[src/rtl/pnc_pkg.sv]
package pnc_pkg;

  typedef logic [1:0] op_t;

  localparam op_t OP_WRITE  = 2'd0;
  localparam op_t OP_LOOKUP = 2'd1;
  localparam op_t OP_FIND   = 2'd2;

  localparam int CH_W   = 8;
  localparam int IDX_W  = 5;
  localparam int BIDX_W = 4;
  localparam int DIST_W = 18;
  localparam int IN_W   = 40;
  localparam int OUT_W  = 56;

  // Red sits in the lowest byte, alpha in the highest.
  typedef struct packed {
    logic [CH_W-1:0] alpha;
    logic [CH_W-1:0] blue;
    logic [CH_W-1:0] green;
    logic [CH_W-1:0] red;
  } rgba_t;

  localparam rgba_t BACKGROUND = '{alpha: 8'd255, blue: 8'd0, green: 8'd0, red: 8'd0};

  function automatic rgba_t opaque(input logic [7:0] r, input logic [7:0] g,
                                   input logic [7:0] b);
    rgba_t c;
    c = '{alpha: 8'd255, blue: b, green: g, red: r};
    return c;
  endfunction

  // Power-on palette; entries past the sixteenth come up as all zero.
  function automatic rgba_t default_color(input logic [7:0] a);
    rgba_t c;
    case (a)
      8'd0:    c = opaque(8'd0,   8'd0,   8'd0);
      8'd1:    c = opaque(8'd224, 8'd224, 8'd224);
      8'd2:    c = opaque(8'd192, 8'd192, 8'd192);
      8'd3:    c = opaque(8'd160, 8'd160, 8'd160);
      8'd4:    c = opaque(8'd96,  8'd96,  8'd96);
      8'd5:    c = opaque(8'd32,  8'd32,  8'd32);
      8'd6:    c = opaque(8'd0,   8'd0,   8'd100);
      8'd7:    c = opaque(8'd0,   8'd0,   8'd255);
      8'd8:    c = opaque(8'd255, 8'd0,   8'd0);
      8'd9:    c = opaque(8'd0,   8'd0,   8'd200);
      8'd10:   c = opaque(8'd0,   8'd200, 8'd0);
      8'd11:   c = opaque(8'd200, 8'd0,   8'd0);
      8'd12:   c = opaque(8'd0,   8'd255, 8'd255);
      8'd13:   c = opaque(8'd255, 8'd255, 8'd0);
      8'd14:   c = opaque(8'd255, 8'd0,   8'd255);
      8'd15:   c = opaque(8'd255, 8'd255, 8'd255);
      default: c = '0;
    endcase
    return c;
  endfunction

endpackage

[src/rtl/palette_nearest_color.sv]
// Write: no result beat. Lookup: the entry is read on acceptance, then captured in the result
// register and loaded into the output register; the next beat is taken after that load. Find:
// one palette entry is read from the single-port palette memory and scored per cycle, and the
// next beat is taken only after the result has been loaded (later while out_tready stalls).
// rst_n (synchronous, active low) clears the control state and the per-entry valid bits,
// so every entry reads as its power-on palette colour until written.
module palette_nearest_color #(
  parameter int PALETTE_ENTRIES = 16
) (
  input  logic                       clk,
  input  logic                       rst_n,
  input  logic                       in_tvalid,
  output logic                       in_tready,
  // operation[1:0], entry_index[6:2], red[14:7], green[22:15], blue[30:23], alpha[38:31]
  input  logic [pnc_pkg::IN_W-1:0]   in_tdata,
  output logic                       out_tvalid,
  input  logic                       out_tready,
  // out_red[7:0], out_green[15:8], out_blue[23:16], out_alpha[31:24],
  // best_index[35:32], best_distance[53:36]
  output logic [pnc_pkg::OUT_W-1:0]  out_tdata
);

  localparam int AW = (PALETTE_ENTRIES > 1) ? $clog2(PALETTE_ENTRIES) : 1;
  localparam int CW = (AW + 1 > pnc_pkg::IDX_W) ? AW + 1 : pnc_pkg::IDX_W;

  localparam logic [1:0] S_IDLE = 2'd0;
  localparam logic [1:0] S_LOOK = 2'd1;
  localparam logic [1:0] S_SCAN = 2'd2;
  localparam logic [1:0] S_FIN  = 2'd3;

  // ---------------------------------------------------------------- input beat
  pnc_pkg::op_t                 in_op;
  logic [pnc_pkg::IDX_W-1:0]    in_idx;
  pnc_pkg::rgba_t               in_color;
  logic [CW-1:0]                idx_ext;
  logic                         idx_ok;
  logic [AW-1:0]                in_addr;
  logic                         in_acc;

  assign in_op    = in_tdata[1:0];
  assign in_idx   = in_tdata[6:2];
  assign in_color = in_tdata[38:7];
  assign idx_ext  = CW'(in_idx);
  assign idx_ok   = idx_ext < CW'(PALETTE_ENTRIES);
  assign in_addr  = idx_ext[AW-1:0];
  assign in_acc   = in_tvalid && in_tready;

  // ---------------------------------------------------------------- sequencer state
  logic [1:0]                   state_r, state_nxt;
  logic [AW:0]                  cnt_r;
  logic                         issue;
  logic                         in_range_r;
  pnc_pkg::rgba_t               key_r;

  assign in_tready = (state_r == S_IDLE);
  assign issue     = (state_r == S_SCAN) && (cnt_r < (AW + 1)'(PALETTE_ENTRIES));

  // ---------------------------------------------------------------- palette memory
  pnc_pkg::rgba_t               mem_r [PALETTE_ENTRIES];
  logic [PALETTE_ENTRIES-1:0]   vld_r;
  logic                         mem_we;
  logic [AW-1:0]                rd_addr;
  pnc_pkg::rgba_t               rdata_r;
  pnc_pkg::rgba_t               rdflt_r;
  logic                         rvld_r;
  pnc_pkg::rgba_t               entry;

  assign mem_we = in_acc && (in_op == pnc_pkg::OP_WRITE) && idx_ok;

  // Address the requested entry on acceptance, then walk the counter while scanning.
  always_comb begin
    if (state_r == S_IDLE) begin
      rd_addr = (in_op == pnc_pkg::OP_FIND) ? '0 : in_addr;
    end else begin
      rd_addr = cnt_r[AW-1:0];
    end
  end

  always_ff @(posedge clk) begin
    if (mem_we) begin
      mem_r[in_addr] <= in_color;
    end
    rdata_r <= mem_r[rd_addr];
    rdflt_r <= pnc_pkg::default_color(8'(rd_addr));
    rvld_r  <= vld_r[rd_addr];
  end

  always_ff @(posedge clk) begin
    if (!rst_n) begin
      vld_r <= '0;
    end else if (mem_we) begin
      vld_r[in_addr] <= 1'b1;
    end
  end

  // An entry never written reads as its power-on colour.
  assign entry = rvld_r ? rdata_r : rdflt_r;

  // ---------------------------------------------------------------- shared distance unit
  function automatic logic [15:0] sq_diff(input logic [7:0] a, input logic [7:0] b);
    logic [7:0] d;
    d = (a > b) ? (a - b) : (b - a);
    return {8'd0, d} * {8'd0, d};
  endfunction

  logic [pnc_pkg::DIST_W-1:0]   dist_c;

  assign dist_c = 18'(sq_diff(key_r.red,   entry.red))
                + 18'(sq_diff(key_r.green, entry.green))
                + 18'(sq_diff(key_r.blue,  entry.blue))
                + 18'(sq_diff(key_r.alpha, entry.alpha));

  // Scan pipeline: read stage (rv), distance stage (dv), then compare.
  logic                         rv_r;
  logic [AW-1:0]                ridx_r;
  logic                         dv_r;
  logic [AW-1:0]                didx_r;
  logic [pnc_pkg::DIST_W-1:0]   dist_r;

  // ---------------------------------------------------------------- running minimum
  logic [AW-1:0]                best_idx_r;
  logic [pnc_pkg::DIST_W-1:0]   best_dist_r;
  logic                         take;
  logic                         last;
  logic [AW-1:0]                best_idx_nxt;
  logic [pnc_pkg::DIST_W-1:0]   best_dist_nxt;

  // Strict less-than keeps the lowest index on a tie; entry zero always seeds the minimum.
  assign take          = dv_r && ((didx_r == '0) || (dist_r < best_dist_r));
  assign last          = dv_r && (didx_r == AW'(PALETTE_ENTRIES - 1));
  assign best_idx_nxt  = take ? didx_r : best_idx_r;
  assign best_dist_nxt = take ? dist_r : best_dist_r;

  // ---------------------------------------------------------------- result and output register
  pnc_pkg::rgba_t               res_color_r;
  logic [pnc_pkg::BIDX_W-1:0]   res_idx_r;
  logic [pnc_pkg::DIST_W-1:0]   res_dist_r;
  logic                         out_free;
  logic                         out_load;
  logic                         out_valid_r;
  logic [pnc_pkg::OUT_W-1:0]    out_data_r;

  assign out_free = !out_valid_r || out_tready;
  assign out_load = (state_r == S_FIN) && out_free;

  always_comb begin
    state_nxt = state_r;
    unique case (state_r)
      S_IDLE: begin
        if (in_acc && (in_op == pnc_pkg::OP_LOOKUP)) begin
          state_nxt = S_LOOK;
        end else if (in_acc && (in_op == pnc_pkg::OP_FIND)) begin
          state_nxt = S_SCAN;
        end
      end
      S_LOOK: state_nxt = S_FIN;
      S_SCAN: begin
        if (last) begin
          state_nxt = S_FIN;
        end
      end
      S_FIN: begin
        if (out_free) begin
          state_nxt = S_IDLE;
        end
      end
      default: state_nxt = S_IDLE;
    endcase
  end

  // Control state.
  always_ff @(posedge clk) begin
    if (!rst_n) begin
      state_r     <= S_IDLE;
      rv_r        <= 1'b0;
      dv_r        <= 1'b0;
      out_valid_r <= 1'b0;
    end else begin
      state_r <= state_nxt;
      rv_r    <= (in_acc && (in_op == pnc_pkg::OP_FIND)) || issue;
      dv_r    <= rv_r;
      if (out_load) begin
        out_valid_r <= 1'b1;
      end else if (out_tready) begin
        out_valid_r <= 1'b0;
      end
    end
  end

  // Payload: hold the key, advance the scan counter, capture results.
  always_ff @(posedge clk) begin
    if (in_acc) begin
      key_r      <= in_color;
      in_range_r <= idx_ok;
      cnt_r      <= (AW + 1)'(1);
      ridx_r     <= '0;
    end else if (issue) begin
      cnt_r  <= cnt_r + (AW + 1)'(1);
      ridx_r <= cnt_r[AW-1:0];
    end
    didx_r      <= ridx_r;
    dist_r      <= dist_c;
    best_idx_r  <= best_idx_nxt;
    best_dist_r <= best_dist_nxt;

    if (state_r == S_LOOK) begin
      res_color_r <= in_range_r ? entry : pnc_pkg::BACKGROUND;
      res_idx_r   <= '0;
      res_dist_r  <= '0;
    end else if ((state_r == S_SCAN) && last) begin
      res_color_r <= '0;
      res_idx_r   <= pnc_pkg::BIDX_W'(best_idx_nxt);
      res_dist_r  <= best_dist_nxt;
    end

    if (out_load) begin
      out_data_r <= {2'b00, res_dist_r, res_idx_r, res_color_r};
    end
  end

  assign out_tvalid = out_valid_r;
  assign out_tdata  = out_data_r;

`ifndef SYNTHESIS
  // The scan pipeline drains before the next beat can be taken.
  a_idle_drained: assert property (@(posedge clk) disable iff (!rst_n)
    in_tready |-> (!rv_r && !dv_r))
    else $error("scan pipeline busy while accepting a beat");

  // Scored entries only appear while scanning.
  a_score_in_scan: assert property (@(posedge clk) disable iff (!rst_n)
    dv_r |-> (state_r == S_SCAN))
    else $error("distance stage active outside a scan");

  // A find result never carries a distance beyond four full-scale channels.
  a_dist_bound: assert property (@(posedge clk) disable iff (!rst_n)
    out_tvalid |-> (out_tdata[53:36] <= 18'd260100))
    else $error("nearest distance out of range");

  // A result with a nonzero distance is a find result with zero colour channels.
  a_find_clean: assert property (@(posedge clk) disable iff (!rst_n)
    (out_tvalid && (out_tdata[53:36] != '0)) |-> (out_tdata[31:0] == '0))
    else $error("find result carries colour data");
`endif

endmodule

[config.mk]
export PLATFORM = sky130hd
export DESIGN_NAME = palette_nearest_color
export DESIGN_NICKNAME = d
export VERILOG_FILES = /design/src/rtl/pnc_pkg.sv /design/src/rtl/palette_nearest_color.sv
export SDC_FILE = /design/constraint.sdc
export NUM_CORES = 1
export LEC_CHECK = 0
export BUFFER_PORTS_ARGS = -buffer_cell sky130_fd_sc_hd__buf_2
export CORE_ASPECT_RATIO = 0.7
export CORE_MARGIN = 2
export CORE_UTILIZATION = 51
export CTS_CLUSTER_SIZE = 12
export DETAILED_ROUTE_END_ITERATION = 12
export MAX_ROUTING_LAYER = met4
export PLACE_DENSITY = 0.7
export SLEW_MARGIN = 20
export SYNTH_ARGS = -nofsm -noshare
export SYNTH_HDL_FRONTEND = slang
export SYNTH_SLANG_ARGS = --single-unit
[constraint.sdc]
create_clock -name clk -period 9.2 [get_ports clk]
set_input_delay 0.46 -clock clk [delete_from_list [all_inputs] [get_ports clk]]
set_output_delay 0.46 -clock clk [all_outputs]
set_load 0.005 [all_outputs]
---- Word-level counts from Yosys, hierarchy flattened ----
Memories as Yosys holds them, arrays and structs flattened. A register that Yosys moved wholly into a read port is not among the register bits.
Cells that the tools add are included.
cells by class
  bitwise logic cells ..................... 1
  reduce and logical (&&, ||, !) cells .... 21
  muxes and demuxes ....................... 25
  eq/ne operators ......................... 9
  multiply operators ...................... 4
  order comparisons ....................... 10
  add/sub/neg operators ................... 12
operators by type and width
  cell                   number
  $mux W32               4
  $mul A8 B8 Y16         4
  $sub A8 B8 Y8          8
  $gt A8 B8 Y1           4
  $mux W8                4
  $add A17 B16 Y18       1
  $add A18 B16 Y18       1
  $lt A18 B18 Y1         1
  $mux W18               1
  $add A16 B16 Y17       1
  $or A16 B16 Y16        1
  $mux W4                3
  $logic_and A1 B1 Y1    11
  $lt A4 B5 Y1 const B   2
  $lt A5 B5 Y1 const B   2
  $mux W2                4
  $pmux W2 S4            1
  $eq A2 B2 Y1 const B   3
  $mux W1                6
  $add A5 B1 Y5 const B  1
  $bmux W1 S4            1
  $demux W1 S4           1
  $eq A2 B1 Y1 const B   2
  $eq A4 B4 Y1 const B   1
  other kinds (9)        14
word-level totals
  RAM bits ................................ 512
  memories kept ........................... 2
  output and inout port bits .............. 58
  register bits after elaboration ......... 224
  bits of input ports ..................... 44
  logic and storage cells ................. 109
  ROM bits ................................ 384
memories
  memory           depth  width  read ports  clocked after memory_dff  wr ports  RTL line                     RTL
  mem_r            16     32     1           1                         1         palette_nearest_color.sv:59  pnc_pkg::rgba_t mem_r [PALETTE_ENTRIES];
  (no name shown)  16     24     1           1                         0         pnc_pkg.sv:36                case (a)

---- Depth between registers and ports, before layout ----
  word-level depth ........................ 7
  mapped depth ............................ 39
  mapped depth without buffers ............ 37

---- Least setup slack after synthesis ----
No wires, ideal clock.
  kind .................................... register to register
  start ................................... register rvld_r
  end ..................................... register dist_r[15] (netlist bit)
  path slack .............................. -0.537 ns
  buffers on the path ..................... 5
  cell stages (with the launch flop) ...... 36
  required time ........................... 9.077 ns
  setup time .............................. 0.123 ns
  period minus slack after synthesis ...... 9.737 ns
  arrival ................................. 9.614 ns
  cell sequence ........................... dfxtp_1 -> clkbuf_1 -> clkbuf_1 -> mux2i_1 -> inv_1 -> ha_1 -> buf_6 -> nand4_2 -> or2_0 -> buf_2 -> nand2_4 -> mux2_4 -> mux2_4 -> or4b_1 -> buf_2 -> or2_1 -> fa_1 -> inv_1 -> fa_1 -> fa_1 -> inv_1 -> fa_1 -> inv_1 -> fa_1 -> fa_1 -> fa_1 -> inv_1 -> fa_1 -> inv_1 -> ha_1 -> or3_1 -> o21ai_0 -> a21oi_1 -> a311oi_1 -> a21oi_1 -> xor2_1
RTL lines
  what                      RTL line                      RTL
  start: declaration        palette_nearest_color.sv:65   logic rvld_r;
  start signal: assignment  palette_nearest_color.sv:85   rvld_r <= vld_r[rd_addr];
  end signal: assignment    palette_nearest_color.sv:202  dist_r <= dist_c;
  end: declaration          palette_nearest_color.sv:118  logic [pnc_pkg::DIST_W-1:0] dist_r;

---- Final worst setup path ----
  start ................................... register rvld_r
  end ..................................... register dist_r[17] (netlist bit)
between the ends
  cells in the longest elaborated chain, start to end .. 7
  elaborated cells on any way between the ends .. 24
  those cells by class .................... 11 x add/sub; 4 x mul; 4 x order compare; 5 x mux
ends and longest elaborated chain
  what                                                  RTL line                      RTL
  $mux W32 (*)                                          palette_nearest_color.sv:97   assign entry = rvld_r ? rdata_r : rdflt_r;
  $sub A8 B8 Y8 / $gt A8 B8 Y1 (equally long branches)  palette_nearest_color.sv:102  d = (a > b) ? (a - b) : (b - a);
  $mux W8                                               palette_nearest_color.sv:102
  $mul A8 B8 Y16                                        palette_nearest_color.sv:103  return {8'd0, d} * {8'd0, d};
  $add A16 B16 Y17                                      palette_nearest_color.sv:109  + 18'(sq_diff(key_r.green, entry.green))
  $add A17 B16 Y18                                      palette_nearest_color.sv:110  + 18'(sq_diff(key_r.blue, entry.blue))
  $add A18 B16 Y18 (*)                                  palette_nearest_color.sv:111  + 18'(sq_diff(key_r.alpha, entry.alpha));
  net dist_c (one bit)                                  palette_nearest_color.sv:106  logic [pnc_pkg::DIST_W-1:0] dist_c;
Mark *: on every way through the listed nets, which the timed path passes. The rest lies on a longest branch.
A chain may end at the register's enable or synchronous reset.

==> results by group <==
Die
  – Die area: 0.0773 sq mm
  – Io pins: 102
  – Core ar.: 0.0738 sq mm
  – Die Ht: 233 um
  – Die Width: 331 um
  – Row cnt: 83
  – Initial core utilization: 0.518

Worst setup path
  – Startpoint types: register
  – Max Fanout on Critical Path: 7
  – Reg2Reg Capture Point: dist_r[17]
  – Kind of critical path: register to register
  – CP dominant cell by count: fa_1
  – Worst path max stage delay: 0.58 ns
  – Worst reg2reg startpoint: rvld_r
  – Buf+Inv Stages, Crit Path: 10
  – Delay-heaviest family, CP: adder cells
  – Worst EP arrival: 9.50 ns
  – CP Capture Type: register
  – FF-to-FF path depth: 35
  – R2r setup slk: 0.20 ns
  – Worst path required time: 9.70 ns
  – CP max stage cell: fa_2

Hold path
  – WHS Endpoint: vld_r[15]
  – Min-delay src: rst_n
  – Hold Path Class: primary input to register
  – Worst Hold Depth: 2

Logic synthesis
  – Syn Area/Cell: 14.1 sq um
  – Synth warn: 0
  – Post-Syn Area: 0.0383 sq mm
  – Top_reg_cell synth: edfxtp_1
  – Syn Inst Count: 2709
  – Yosys reg bits: 776
  – EDFF count, synth: 631
  – Async set-reset flop share out of synthesis: 0
  – Count of cell types in the netlist: 78
  – Sequential fraction of the synthesis area: 0.571

CTS
  – H-tree depth: 3
  – Clock slew at reported path FFs: 0.06 ns
  – Clock sink count: 776
  – CTS tree: done
  – Worst skew pair latency: 0.64 ns
  – Clock Tree Buf Depth: 3
  – Clock root cell: clkbuf_16
  – Inserted Clock Buffers: 77

Detailed routing
  – Length of routed met2 wiring: 39.6 mm
  – Met3 routed wirelength: 8.24 mm
  – Drt drc: 0
  – Drt total wl: 91.1 mm
  – Vias/cell: 5.55
  – Wl on met1: 41.5 mm
  – Routed Antenna Nets: 0
  – 1st-pass router iterations: 5
  – Via count: 22457
  – DR WL/cell: 22.5 um
  – DR top layer: met4
  – DRT iter0 DRCs: 1982

Finish
  – Post-Layout Cell Count: 4048
  – Commonest cells after routing, fill and taps aside: edfxtp_1 (631), inv_1 (373), nand2_1 (206)
  – P&R area growth vs syn: 16.4%
  – Layout cells sized above 1: 0.236
  – Fill count: 5519
  – Seq. cell area: 0.0219 sq mm
  – NumNets Final: 3428
  – Area of the multi-input gates: 0.0156 sq mm
  – Commonest non-fill, non-tap cell in the layout: edfxtp_1

Place
  – Placed Instances: 3877
  – GPL Wtd Cong: 0.927
  – Dpl ws: -0.277 ns
  – DP HPWL: 59.5 mm
  – I/O Buffers: 98

Flow run
  – Max-cap viol count: 0

STA
  – Max_slew headroom: 0.233
  – Hold Vio Cnt, Final: 0
  – Worst slew pin tran: 1.15 ns
  – Fmax: 111 MHz
  – Unrepaired setup endpoints after global routing: true
  – Fin. max-slew vios: 0
  – Period minus WS final: 9.00 ns
  – Worst setup margin: 0.196 ns
  – Period utilisation layout: 0.979
  – Worst Skew: 0.0284 ns
  – Setup violators final: 0

GRT
  – First-pass GRT wire length: 138 mm
  – Overflow after GRT: 0
  – Antenna violations before repair: 6
  – GR Util All Layers: 0.245
  – Largest net degree at the start of global routing: 74
  – Vias in the first global route: 23001

Run status
  – Status: finished clean
[state kept, by name, summed over array words and instances (netlist names), 5 cells and up]
name,flops
best_dist_r,18
cnt_r,5
dist_r,18
key_r,32
mem_r,512
out_tdata,54
rdata_r,32
rdflt_r,16
res_color_r,32
res_dist_r,18
vld_r,16
[timing repair]
action                                  in CTS  in global routing
setup buffers                                2                 21
gates resized for setup                     31                153
hold buffers                                 0                  0
pin swaps                                   11                 52
endpoints found under the setup margin       6                  9
[worst register-to-register path, delay by kind of cell (launching register included)]
kind,cells,cell delay (ns)
fa+ha+maj,10,4.74
compound gates,9,1.30
buf+inv,10,1.21
simple gates,4,0.76
flops,1,0.46
mux,1,0.24
xor+xnor,1,0.15
[layer usage]
metal	global-route usage	vias to the layer above
li1	-	10113
met1	0.362	11395
met2	0.351	839
met3	0.0524	110
met4	0.0554	0
met5	-	-
[Yosys cell counts, types with 4 or more instances]
cell,n,area [sq um]
a211oi_1,7,52.6
a21boi_0,11,82.6
a21o_1,28,210
a21oi_1,49,245
a31oi_1,35,219
and2_1,11,68.8
and3_1,39,244
buf_1,6,22.5
buf_2,21,105
clkbuf_1,58,218
dfxtp_1,145,2900
edfxtp_1,631,18900
fa_1,191,3820
ha_1,190,2380
inv_1,379,1420
mux2_2,28,315
mux2i_1,33,330
mux4_2,132,2970
nand2_1,206,773
nand2b_1,29,181
nand3_1,12,60.1
nand4_1,15,93.8
nor2_1,216,811
nor2b_1,19,119
nor3_1,24,120
o21a_1,25,188
o21ai_0,33,165
o21bai_1,6,45.0
o22a_1,4,35.0
o22ai_1,7,43.8
or2_1,6,37.5
or2_2,6,37.5
or3_1,5,31.3
xnor2_1,29,254
xor2_1,12,105
[area by class of cell]
| cell class | count | area share |
|---|---|---|
| multi-input combinational | 1464 | 0.349 |
| timing repair buffer | 303 | 0.0477 |
| antenna | 6 | 0.000337 |
| clock inverter | 10 | 0.00267 |
| sequential | 776 | 0.491 |
| clock buffer | 131 | 0.0496 |
| inverter | 381 | 0.0323 |
| tap | 977 | 0.0274 |
[per-stage QoR]
stage / hold slack, ns / setup TNS (ns) / util / area, sq um
finish: 0.124 / 0 / 0.603 / 44500
global route: 0.112 / -0.248 / 0.603 / 44500
CTS: 0.0963 / 0 / 0.590 / 43600
detailed placement: 0.342 / -1.17 / 0.557 / 41100
global placement: 0.343 / -0.199 / 0.557 / 41100
floorplan: 0.331 / 0 / - / 38300
[worst max-delay path by stage]
| stage | from | endpoint | slack [ns] | depth (start not counted) |
|---|---|---|---|---|
| floorplan | rvld_r | dist_r[15] | 0.02 | 36 |
| global placement | rvld_r | dist_r[15] | -0.05 | 30 |
| detailed placement | rvld_r | dist_r[14] | -0.28 | 30 |
| CTS | rvld_r | dist_r[15] | 0.002 | 34 |
| global route | rvld_r | dist_r[17] | -0.12 | 34 |
| finish | rvld_r | dist_r[17] | 0.20 | 35 |
[cells by family (layout without fill, tap and decap cells)]
family	Yosys count	in the layout	synth area share
other	1	8	0.0000980
flip-flops	776	776	0.571
AND/OR/NAND/NOR	600	600	0.0702
AO/OA/AOI/OAI	245	245	0.0445
buffers and inverters	470	825	0.0473
XOR/XNOR	41	41	0.00939
multiplexers	195	195	0.0954
adder cells (fa/ha/maj)	381	381	0.162
Power is left out: the tool's default activity adds up to more than one toggle a clock period on the data nets, which glitch-free logic cannot reach.
